**src/design/i2c_pkg.sv**
```systemverilog
`default_nettype none
package i2c_pkg;
	localparam int CFG_IDX_BITS = 3;

	typedef enum logic [CFG_IDX_BITS-1:0] {
		REG_INPUT_DIMS  = 3'd0,
		REG_OUTPUT_DIMS = 3'd1,
		REG_STRIDES     = 3'd2,
		REG_DILATIONS   = 3'd3,
		REG_PADS        = 3'd4
	} reg_idx_t;

	// one segment request, as handed from front to back
	typedef struct packed {
		logic [11:0] channel;
		logic [7:0]  tap_d;
		logic [7:0]  tap_h;
		logic [7:0]  tap_w;
		logic [23:0] col;
		logic [6:0]  count;
	} seg_t;
endpackage
`default_nettype wire

```
**src/design/i2c_front.sv**
```systemverilog
`default_nettype none
// Accepts requests, drops zero-count ones, saturates the count and queues them.
module i2c_front #(
	parameter int SEG_MAX = 48,
	parameter int DEPTH = 2
) (
	input  wire logic           clk,
	input  wire logic           arst_n,
	input  wire logic           push,
	output logic                full,
	input  wire logic [11:0]    channel,
	input  wire logic [7:0]     tap_d,
	input  wire logic [7:0]     tap_h,
	input  wire logic [7:0]     tap_w,
	input  wire logic [23:0]    first_col,
	input  wire logic [5:0]     count,
	output logic                seg_valid,
	input  wire logic           seg_take,
	output i2c_pkg::seg_t       seg
);
	localparam int PW = (DEPTH > 1) ? $clog2(DEPTH) : 1;
	i2c_pkg::seg_t mem_q [DEPTH];
	logic [PW-1:0] wp_q, rp_q;
	logic [PW:0]   cnt_q;
	logic          wr;
	logic [6:0]    n;

	assign full = (cnt_q == (PW+1)'(DEPTH));
	assign seg_valid = (cnt_q != '0);
	assign seg = mem_q[rp_q];
	assign wr = push && !full && (count != 6'd0);
	assign n = ({1'b0, count} > 7'(SEG_MAX)) ? 7'(SEG_MAX) : {1'b0, count};

	always_ff @(posedge clk) begin
		if (wr) begin
			mem_q[wp_q] <= '{channel, tap_d, tap_h, tap_w, first_col, n};
		end
	end

	always_ff @(posedge clk or negedge arst_n) begin
		if (!arst_n) begin
			wp_q <= '0;
			rp_q <= '0;
			cnt_q <= '0;
		end else begin
			if (wr) wp_q <= (wp_q == PW'(DEPTH-1)) ? '0 : wp_q + 1'b1;
			if (seg_take) rp_q <= (rp_q == PW'(DEPTH-1)) ? '0 : rp_q + 1'b1;
			cnt_q <= cnt_q + (PW+1)'(wr) - (PW+1)'(seg_take);
		end
	end
endmodule
`default_nettype wire

```
**config.mk**
```make
export PLATFORM = sky130hd
export DESIGN_NAME = i2c_front
export DESIGN_NICKNAME = d
export VERILOG_FILES = /design/src/design/i2c_pkg.sv /design/src/design/i2c_front.sv
export SDC_FILE = /design/constraint.sdc
export NUM_CORES = 1
export LEC_CHECK = 0
export ABC_AREA = 1
export BUFFER_PORTS_ARGS = -buffer_cell sky130_fd_sc_hd__buf_2
export CAP_MARGIN = 10
export CORE_MARGIN = 3
export CORE_UTILIZATION = 47
export CTS_CLUSTER_SIZE = 12
export DETAILED_ROUTE_END_ITERATION = 10
export HOLD_SLACK_MARGIN = 0.03
export PLACE_DENSITY = 0.75
export SYNTH_ARGS = -nofsm -noshare
export SYNTH_HDL_FRONTEND = slang
export SYNTH_SLANG_ARGS = --single-unit
```
**constraint.sdc**
```tcl
create_clock -name clk -period 3.9 [get_ports clk]
set_input_delay 0.39 -clock clk [delete_from_list [all_inputs] [get_ports clk]]
set_output_delay 0.39 -clock clk [all_outputs]
set_load 0.05 [all_outputs]
```
==> results.json <==
{
  "p_per_area_nw_per_um2": 924.5,
  "ys_top_cells_by_area": "edfxtp_1 (77%), mux2_4 (8.7%), mux2_2 (7.9%), dfrtp_1 (1.9%), buf_6 (0.66%)",
  "yosysSeqAreaShare": 0.7885,
  "slowest_delay_ns": 1.12,
  "initial_core_util": 0.4904,
  "place.gp.congestion": 0.7114,
  "post_cts_buffers": 0,
  "tns_ns": 0,
  "whs_ns": 0.06419,
  "wl_met1_um": 3487,
  "ant_nets": 0,
  "dieArea_um2": 12260,
  "fp.dieH_um": 110.7,
  "synth_top_area_share": 0.7691,
  "synth_nets": 314,
  "routed_wirelength_um": 8636,
  "clk_latency_ns": 0.51,
  "antenna_found_initial": 0,
  "final_cells": 541,
  "holdBufCountCts": 1,
  "grt_pass1_wl_um": 13950,
  "cts_resized": 0,
  "wl_met2_um": 4373,
  "path_max_fanout": 67,
  "cp_data_arrival_time_ns": 2.33,
  "avgSynthCellArea_um2": 21.30,
  "fin_crit_ns": 2.719,
  "route.detailed.drc": 0,
  "worstHoldStart": "channel[8]",
  "status": "finished, final reports clean",
  "vias": 2594,
  "fmax_ghz": 0.3678,
  "path_clk_slew_ns": 0.06,
  "placedCellCount": 508,
  "min_to": "mem_q[1][62]",
  "finalSetupViolations": 0,
  "rsz0062_at_grt": "no",
  "end_kind": "output pin",
  "r2r_cells": 6,
  "grt_pass1_vias": 2882,
  "drive_gt1_frac": 0.5951,
  "dp_hpwl_um": 5559,
  "wl_met3_um": 644,
  "max-slew-margin-rel": 0.2973,
  "overflow": 0,
  "path_class": "register to output pin",
  "avgRoutedWirePerCell_um": 15.96,
  "cp_top_family": "flip-flops",
  "clock-sinks": 136,
  "yosysUniqueCellTypes": 19,
  "area_growth_pct": 28.26,
  "r2r-start": "cnt_q[1]",
  "grt_max_degree": 68,
  "htreeDepth": 4,
  "core_area_um2": 10510,
  "clockBufferDepth": 2,
  "utilization": 0.6290,
  "syn_area_um2": 5154,
  "synth_seq_cells": 136,
  "cp_slowest_cell": "dfrtp_4",
  "min_path_cells": 1,
  "crit_chain": "mux2_2 -> buf_2",
  "final.setup_skew_ns": 0.01318,
  "die_w_um": 110.7,
  "cts_buffers": 17,
  "tightest_slew_ns": 1.054,
  "io_pins": 139,
  "final_common_cell": "buf_2",
  "synth-warning-count": 0,
  "final_cell_mix": "buf_2 (137), edfxtp_1 (132), mux2_2 (36), mux2_4 (30), clkbuf_16 (16)",
  "drt_iter0_markers": 99,
  "syn_inst": 242,
  "drt_pre_antenna_iters": 5,
  "drv_cap": 0,
  "grt_usage": 0.1476,
  "cts_tree": "built",
  "reg2reg_slack_ns": 1.90,
  "critPathRequiredTime_ns": 3.51,
  "antenna_cells": 0,
  "synth_top_area_cell": "edfxtp_1",
  "finalHoldViolCount": 0,
  "portBuffers": 137,
  "placement_rows": 37,
  "vdd_drop_max_uv": 449.4,
  "routed_via_density": 4.795,
  "routed.top_layer": "met4",
  "finalPower_w": 0.006111,
  "power.leakage_nw": 2.619,
  "min_period_over_period": 0.6971,
  "min_path_type": "input pin to register",
  "final_nets": 464,
  "path_buf_inv": 1,
  "reg2reg_to": "mem_q[0][20]",
  "report.final.slew_viol_count": 0,
  "critPathLaunchType": "register",
  "root_buffer": "clkbuf_8"
}
Yosys cell counts:
cell      count
nor2_1        6
a21boi_0      2
ha_1          2
conb_1        1
mux2_4       30
buf_6         3
dfrtp_1       4
clkbuf_1      2
nand3_1       2
xnor2_1       1
mux2_2       36
nand2_1       4
inv_1         7
or2_2         1
a31oi_1       2
buf_2         3
edfxtp_1    132
buf_4         2
xor2_1        2
kinds of logic after synthesis:
group	synth area share
xor+xnor	0.005099
compound gates	0.005340
fa+ha+maj	0.004855
flops	0.7885
other cells	0.0007276
simple gates	0.01044
mux	0.1661
buf+inv	0.01894
layer usage:
| layer | track usage | vias to the layer above |
|---|---|---|
| li1 | - | 1238 |
| met1 | 0.1709 | 1255 |
| met2 | 0.2395 | 91 |
| met3 | 0.06114 | 10 |
| met4 | 0.06897 | 0 |
| met5 | 0 | - |
through the flow:
stage               setup slack [ns]  instance area, um^2
finish                         1.181                 6610
global route                   1.080                 6610
detailed placement             1.695                 5984
floorplan                     0.8338                 5156
global placement               1.696                 5984
CTS                            1.138                 6610
where the power goes:
group	switching [W]	total [W]	internal, W	leakage (nW)
sequential	0.000228	0.00222	0.00199	1.27
clock	0.000588	0.00163	0.00104	0.296
combinational	0.00156	0.00226	0.000703	1.05
registers in the layout, indices dropped and copies added, names as in the netlist:
name   count
mem_q    132
cnt_q      2
rp_q       1
wp_q       1
area by class of cell:
type,count,area (um^2)
Inverter,7,26.28
Timing Repair Buffer,141,730.7
Multi-Input combinational cell,89,999.7
Clock buffer,17,414.1
Sequential cell,136,4068
Tap cell,136,170.2
Clock inverter,15,201.4
Fill cell,769,3899
worst max-delay path by stage:
stage,start,to,slack [ns],cells after the start
finish,rp_q,seg[40],1.18,2
floorplan,cnt_q[1],mem_q[1][0],0.83,5
detailed placement,rp_q,seg[59],1.69,2
global route,rp_q,seg[55],1.08,2
CTS,rp_q,seg[47],1.14,2
global placement,rp_q,seg[51],1.70,2
worst reg2reg max path, stage by stage, from the launching register on:
cell	delay [ns]
dfrtp_1	0.38
inv_1	0.09
nor2_1	0.06
nor2_1	0.12
nand3_1	0.13
inv_2	0.60
buf_12	0.31
(Power assumes the default switching activity.)
