## config.mk

```make
export PLATFORM = sky130hd
export DESIGN_NAME = i2c_back
export DESIGN_NICKNAME = d
export VERILOG_FILES = /design/src/design/i2c_pkg.sv /design/src/design/i2c_back.sv
export SDC_FILE = /design/constraint.sdc
export NUM_CORES = 2
export LEC_CHECK = 0
export BUFFER_PORTS_ARGS = -buffer_cell sky130_fd_sc_hd__buf_2
export CAP_MARGIN = 25
export CORE_ASPECT_RATIO = 1.2
export CORE_UTILIZATION = 40
export DETAILED_ROUTE_END_ITERATION = 7
export SKIP_LAST_GASP = 1
export SYNTH_ARGS = -nofsm -noshare
export SYNTH_HDL_FRONTEND = slang
export SYNTH_SLANG_ARGS = --single-unit
```

## constraint.sdc

```tcl
create_clock -name clk -period 9.4 [get_ports clk]
set_input_delay 1.88 -clock clk [delete_from_list [all_inputs] [get_ports clk]]
set_output_delay 1.88 -clock clk [all_outputs]
set_load 0.03 [all_outputs]
```

## src/design/i2c_pkg.sv

```systemverilog
`default_nettype none
package i2c_pkg;
	localparam int CFG_IDX_BITS = 3;

	typedef enum logic [CFG_IDX_BITS-1:0] {
		REG_INPUT_DIMS  = 3'd0,
		REG_OUTPUT_DIMS = 3'd1,
		REG_STRIDES     = 3'd2,
		REG_DILATIONS   = 3'd3,
		REG_PADS        = 3'd4
	} reg_idx_t;

	// one segment request, as handed from front to back
	typedef struct packed {
		logic [11:0] channel;
		logic [7:0]  tap_d;
		logic [7:0]  tap_h;
		logic [7:0]  tap_w;
		logic [23:0] col;
		logic [6:0]  count;
	} seg_t;
endpackage
`default_nettype wire

```

## src/design/i2c_back.sv

```systemverilog
`default_nettype none
// Splits the start column by restoring division, then walks columns with counters.
// Per column: stage 1 forms coordinates, stage 2 bounds and first products,
// stage 3/4 build the offset in two multiply steps.
module i2c_back #(
	parameter int DIM_BITS = 16
) (
	input  wire logic          clk,
	input  wire logic          arst_n,
	input  wire logic          seg_valid,
	output logic               seg_take,
	input  wire i2c_pkg::seg_t seg,
	input  wire logic [47:0]   input_dims,
	input  wire logic [31:0]   output_dims,
	input  wire logic [23:0]   strides,
	input  wire logic [23:0]   dilations,
	input  wire logic [23:0]   pads,
	output logic               res_valid,
	input  wire logic          res_ready,
	output logic [31:0]        res_offset,
	output logic               res_pad,
	output logic               res_last
);
	localparam int QW = 24;
	typedef enum logic [3:0] {
		IDLE = 4'b0001, DIV1 = 4'b0010, DIV2 = 4'b0100, RUN = 4'b1000
	} st_t;
	st_t st_q;
	logic [4:0]  bit_q;
	logic [23:0] rem_q, quo_q;
	logic [DIM_BITS-1:0] ow_q, oh_q;
	// one bit above the column width: the walk can run past the last 24-bit column
	logic [24:0] od_q;
	logic [6:0]  left_q;
	i2c_pkg::seg_t s_q;
	logic zero_q;

	logic [DIM_BITS-1:0] idd, ihd, iwd, ohd, owd;
	assign idd = input_dims[32 +: DIM_BITS];
	assign ihd = input_dims[16 +: DIM_BITS];
	assign iwd = input_dims[0 +: DIM_BITS];
	assign ohd = output_dims[16 +: DIM_BITS];
	assign owd = output_dims[0 +: DIM_BITS];

	// output pipe: 4 stages, plus a 4-entry result queue; issue only with room
	logic v1, v2, v3, v4;
	logic [2:0] qcnt_q;
	logic [2:0] inflight;
	logic issue;
	assign inflight = 3'(v1) + 3'(v2) + 3'(v3) + 3'(v4);
	assign issue = (st_q == RUN) && ({1'b0, qcnt_q} + {1'b0, inflight} < 4'd4);
	assign seg_take = (st_q == IDLE) && seg_valid;

	// restoring division step over 24 bits
	logic [23:0] dv;
	logic [24:0] trial;
	logic [23:0] rnext;
	assign dv = (st_q == DIV1) ? 24'(owd) : 24'(ohd);
	assign rnext = {rem_q[22:0], quo_q[23]};
	assign trial = {1'b0, rnext} - {1'b0, dv};

	always_ff @(posedge clk or negedge arst_n) begin
		if (!arst_n) begin
			st_q <= IDLE;
			left_q <= '0;
			bit_q <= '0;
			rem_q <= '0;
			quo_q <= '0;
			ow_q <= '0;
			oh_q <= '0;
			od_q <= '0;
			zero_q <= 1'b0;
			s_q <= '0;
		end else begin
			case (st_q)
				IDLE: begin
					if (seg_valid) begin
						s_q <= seg;
						left_q <= seg.count;
						zero_q <= (ohd == '0) || (owd == '0);
						rem_q <= '0;
						quo_q <= seg.col;
						bit_q <= 5'(QW - 1);
						st_q <= ((ohd == '0) || (owd == '0)) ? RUN : DIV1;
					end
				end
				DIV1, DIV2: begin
					quo_q <= {quo_q[22:0], ~trial[24]};
					rem_q <= trial[24] ? rnext : trial[23:0];
					bit_q <= bit_q - 1'b1;
					if (bit_q == '0) begin
						if (st_q == DIV1) begin
							ow_q <= DIM_BITS'(trial[24] ? rnext : trial[23:0]);
							quo_q <= {quo_q[22:0], ~trial[24]};
							rem_q <= '0;
							bit_q <= 5'(QW - 1);
							st_q <= DIV2;
						end else begin
							oh_q <= DIM_BITS'(trial[24] ? rnext : trial[23:0]);
							od_q <= {1'b0, quo_q[22:0], ~trial[24]};
							st_q <= RUN;
						end
					end
				end
				RUN: begin
					if (issue) begin
						left_q <= left_q - 1'b1;
						if (left_q == 7'd1) st_q <= IDLE;
						if (!zero_q) begin
							if ({1'b0, ow_q} + 1'b1 == {1'b0, owd}) begin
								ow_q <= '0;
								if ({1'b0, oh_q} + 1'b1 == {1'b0, ohd}) begin
									oh_q <= '0;
									od_q <= od_q + 1'b1;
								end else begin
									oh_q <= oh_q + 1'b1;
								end
							end else begin
								ow_q <= ow_q + 1'b1;
							end
						end
					end
				end
				default: st_q <= IDLE;
			endcase
		end
	end

	// stage 1: raw coordinates out*stride + tap*dil
	logic [32:0] rd_s1, rh_s1, rw_s1;
	logic pz_s1, last_s1;
	logic [11:0] ch_s1;
	always_ff @(posedge clk) begin
		rd_s1 <= 33'(od_q) * 33'(strides[23:16]) + 33'(s_q.tap_d) * 33'(dilations[23:16]);
		rh_s1 <= 33'(oh_q) * 33'(strides[15:8]) + 33'(s_q.tap_h) * 33'(dilations[15:8]);
		rw_s1 <= 33'(ow_q) * 33'(strides[7:0]) + 33'(s_q.tap_w) * 33'(dilations[7:0]);
		pz_s1 <= zero_q;
		last_s1 <= (left_q == 7'd1);
		ch_s1 <= s_q.channel;
	end

	// stage 2: bounds, first product ch*ID + cd
	logic [32:0] cd, chh, cw;
	logic in_d, in_h, in_w;
	assign cd = rd_s1 - 33'(pads[23:16]);
	assign chh = rh_s1 - 33'(pads[15:8]);
	assign cw = rw_s1 - 33'(pads[7:0]);
	assign in_d = (rd_s1 >= 33'(pads[23:16])) && (cd < 33'(idd));
	assign in_h = (rh_s1 >= 33'(pads[15:8])) && (chh < 33'(ihd));
	assign in_w = (rw_s1 >= 33'(pads[7:0])) && (cw < 33'(iwd));
	logic [31:0] a_s2;
	logic [31:0] h_s2, w_s2;
	logic ins_s2, last_s2;
	always_ff @(posedge clk) begin
		a_s2 <= 32'(ch_s1) * 32'(idd) + cd[31:0];
		h_s2 <= chh[31:0];
		w_s2 <= cw[31:0];
		ins_s2 <= !pz_s1 && in_d && in_h && in_w;
		last_s2 <= last_s1;
	end

	logic [31:0] b_s3, w_s3;
	logic ins_s3, last_s3;
	always_ff @(posedge clk) begin
		b_s3 <= 32'(a_s2 * ihd) + h_s2;
		w_s3 <= w_s2;
		ins_s3 <= ins_s2;
		last_s3 <= last_s2;
	end

	logic [31:0] off_s4;
	logic ins_s4, last_s4;
	always_ff @(posedge clk) begin
		off_s4 <= 32'(b_s3 * iwd) + w_s3;
		ins_s4 <= ins_s3;
		last_s4 <= last_s3;
	end

	always_ff @(posedge clk or negedge arst_n) begin
		if (!arst_n) begin
			v1 <= 1'b0;
			v2 <= 1'b0;
			v3 <= 1'b0;
			v4 <= 1'b0;
		end else begin
			v1 <= issue;
			v2 <= v1;
			v3 <= v2;
			v4 <= v3;
		end
	end

	// result queue
	logic [33:0] rq_q [4];
	logic [1:0] rwp_q, rrp_q;
	logic pop_r;
	assign res_valid = (qcnt_q != '0);
	assign pop_r = res_valid && res_ready;
	assign {res_offset, res_pad, res_last} = rq_q[rrp_q];
	always_ff @(posedge clk) begin
		if (v4) rq_q[rwp_q] <= {ins_s4 ? off_s4 : 32'd0, !ins_s4, last_s4};
	end
	always_ff @(posedge clk or negedge arst_n) begin
		if (!arst_n) begin
			rwp_q <= '0;
			rrp_q <= '0;
			qcnt_q <= '0;
		end else begin
			if (v4) rwp_q <= rwp_q + 1'b1;
			if (pop_r) rrp_q <= rrp_q + 1'b1;
			qcnt_q <= qcnt_q + 3'(v4) - 3'(pop_r);
		end
	end
endmodule
`default_nettype wire

```

==> flow_summary.json <==
{
  "cts_made_buffers": 71,
  "synth_nets": 10700,
  "crit_path_max_incr_delay_ns": 0.54,
  "max_cap_viol_count": 0,
  "synth_edf_count": 136,
  "place_area_mm2": 0.0816,
  "cts_hold_buf": 0,
  "dr_wl_met2_mm": 99.1,
  "via_per_inst": 5.04,
  "syn_inst": 8500,
  "seq_area_frac_synth_pct": 17.8,
  "cts-htree-levels": 3,
  "clock_latency_ns": 0.70,
  "clk_pin_slew_ns": 0.07,
  "die_area_mm2": 0.197,
  "drt_iter0_drc": 3120,
  "status": "finished, final reports clean",
  "fin_setup_tns_ns": 0,
  "finalMaxSlewViolations": 0,
  "end_kind": "flop",
  "path_buf_inv": 6,
  "nets": 10700,
  "wl_mm": 204,
  "post-route-period-util_pct": 89.4,
  "grt_pass1_vias": 60500,
  "cts_setup_buffers": 0,
  "cts_tree": "built",
  "vias": 56500,
  "cp.required_ns": 9.92,
  "finalSetupViolCount": 0,
  "max_freq_mhz": 119,
  "synth_area_mm2": 0.0779,
  "critPathSlowestCell": "fa_1",
  "critPathMaxFanout": 5,
  "arrival_ns": 8.92,
  "grt_max_degree": 64,
  "skew_ns": 0.0521,
  "initial_core_util_pct": 40.2,
  "rsz0062_at_grt": "no",
  "synth-seq-cells": 581,
  "startpoint_type": "input port",
  "finalHoldViolCount": 0,
  "async_flop_share_pct": 28.9,
  "rows": 177,
  "portBuffers": 258,
  "yosys_warnings": 0,
  "maxUsedRoutingLayer": "met5",
  "grt.total_usage_pct": 21.2,
  "period_minus_slack_ns": 8.40,
  "io_pins": 259,
  "root_buffer": "clkbuf_16",
  "hpwl_mm": 164,
  "drive_above_1_share_pct": 5.75,
  "syn_to_final_growth_pct": 7.93,
  "design_area_mm2": 0.0841,
  "wl_met3_mm": 13.0,
  "postRouteAntennaNets": 0,
  "syn_area_per_cell_um2": 9.17,
  "first_pass_iters": 6,
  "dieHeight_um": 485,
  "yosys_most_used_dff": "dfxtp_1",
  "overflow": 0,
  "grt_pass1_wl_mm": 329,
  "remaining_drc_errors": 0,
  "cts_sinks": 581,
  "wl_met1_mm": 85.3,
  "cts_max_path_buffers": 3,
  "worst_pin_slew_ns": 1.10,
  "ys_types": 91,
  "regToRegSetupSlack_ns": 1.91,
  "core_mm2": 0.194,
  "worstSetupPathType": "in2reg",
  "crit_family": "compound AO/OA/AOI/OAI gates",
  "antenna_found_initial": 40,
  "cts_resized": 0,
  "slew_headroom_pct": 26.3,
  "die_w_um": 405,
  "gp_congestion": 0.903,
  "wl_per_cell_um": 18.2,
  "hp-class": "reg2reg"
}
[metrics by stage]
stage          hold WS (ns)  utilization [%]  setup WS, ns  cells
3_5_place_dp          0.312             42.1         0.299  11100
4_1_cts               0.318             43.4          1.01  11200
6_report              0.317             43.4         0.999  11200
3_3_place_gp          0.312             42.1         0.229  11100
2_1_floorplan         0.310                -         0.820   8500
5_1_grt               0.322             43.4         0.529  11200
[per-layer routing]
layer / track usage [%] / vias up
met3: 3.76 / 394
met5: 0 / -
met1: 27.1 / 28600
li1: - / 25900
met2: 36.4 / 1554
met4: 6.25 / 52
[cell usage after synthesis, drive strengths merged, types with 7 or more instances]
cell	number	area share, %
and3	30	0.25
o311ai	7	0.079
fa	1333	34
a211oi	15	0.14
edfxtp	136	5.2
o22ai	13	0.10
nor3b	8	0.077
or4	15	0.14
a31oi	31	0.25
or3	25	0.20
mux4	34	0.98
o31a	7	0.079
nor2	204	0.98
nand2	1264	6.1
o21ai	215	1.4
clkbuf	304	1.5
a22o	8	0.090
o21bai	16	0.15
and2	716	5.7
and4	8	0.090
ha	596	9.6
o221ai	12	0.13
inv	1918	9.2
nor2b	29	0.23
buf	19	0.14
a21oi	194	1.3
nor3	57	0.37
o21a	48	0.46
nand2b	42	0.34
nor4	25	0.21
xnor2	245	2.8
dfxtp	277	7.1
nand3b	10	0.096
a2bb2oi	16	0.18
a21o	81	0.78
xor2	91	1.0
o32a	8	0.10
o31ai	13	0.14
a21boi	12	0.12
nand4	20	0.17
nand3	60	0.40
o211ai	16	0.15
or2	16	0.13
mux2i	49	0.63
dfrtp	167	5.4
[worst paths after layout]
check | start | endpoint | cells past startpoint
max in group asynchronous | arst_n | od_q[5]$_DFFE_PN0P_ | 2
worst min-delay path | w_s2[14]$_DFF_P_ | w_s3[14]$_DFF_P_ | 0
worst min register to register | w_s2[14]$_DFF_P_ | w_s3[14]$_DFF_P_ | 0
worst max-delay path | pads[16] | a_s2[30]$_DFF_P_ | 27
min in group asynchronous | arst_n | rrp_q[1]$_DFFE_PN0P_ | 1
worst max register to register | rd_s1[0]$_DFF_P_ | a_s2[30]$_DFF_P_ | 27
[registers in the layout (all words and copies together) (netlist names), 3 cells and up]
name,count
left_q,7
w_s2,26
qcnt_q,3
quo_q,24
b_s3,32
bit_q,5
w_s3,26
rem_q,23
oh_q,16
rh_s1,25
h_s2,26
st_q,4
ch_s1,12
rw_s1,25
ow_q,16
rq_q,136
rd_s1,33
od_q,25
s_q,36
off_s4,32
a_s2,32
[layout make-up]
class / count / area (um2)
timing repair buffer: 301 / 1660
multi-input combinational: 5678 / 55700
inverter: 1918 / 7200
tap: 2595 / 3250
fill: 19100 / 110000
clock buffer: 91 / 1920
clock inverter: 38 / 526
antenna: 13 / 32.5
sequential: 581 / 13800
[worst register-to-register path, delay by kind of cell, from the launching register on]
family / cells / cell delay [ns]
AND/OR/NAND/NOR: 1 / 0.40
buffers and inverters: 6 / 0.36
adder cells (fa/ha/maj): 7 / 2.89
XOR/XNOR: 2 / 0.29
flip-flops: 1 / 0.30
AO/OA/AOI/OAI: 11 / 3.09
[logic make-up after synthesis]
| logic type | share of synthesized area [%] |
|---|---|
| buf+inv | 10.8 |
| flops | 17.8 |
| simple gates | 15.7 |
| mux | 1.64 |
| fa+ha+maj | 43.8 |
| compound gates | 6.49 |
| xor+xnor | 3.78 |
[placed cells by master (no fill, tap or decap), types with 58 or more instances in the layout]
cell       instances
a21o_1            81
a21oi_1          190
and2_1           716
buf_2            257
clkbuf_16         71
dfrtp_1          166
dfxtp_1          277
edfxtp_1         136
fa_1            1333
ha_1             596
inv_1           1917
nand2_1         1264
nand3_1           58
nor2_1           204
o21ai_0          207
xnor2_1          245
xor2_1            91
Power is not shown: default switching activity piles up to over one toggle a cycle in this logic, so the estimate is an artifact.
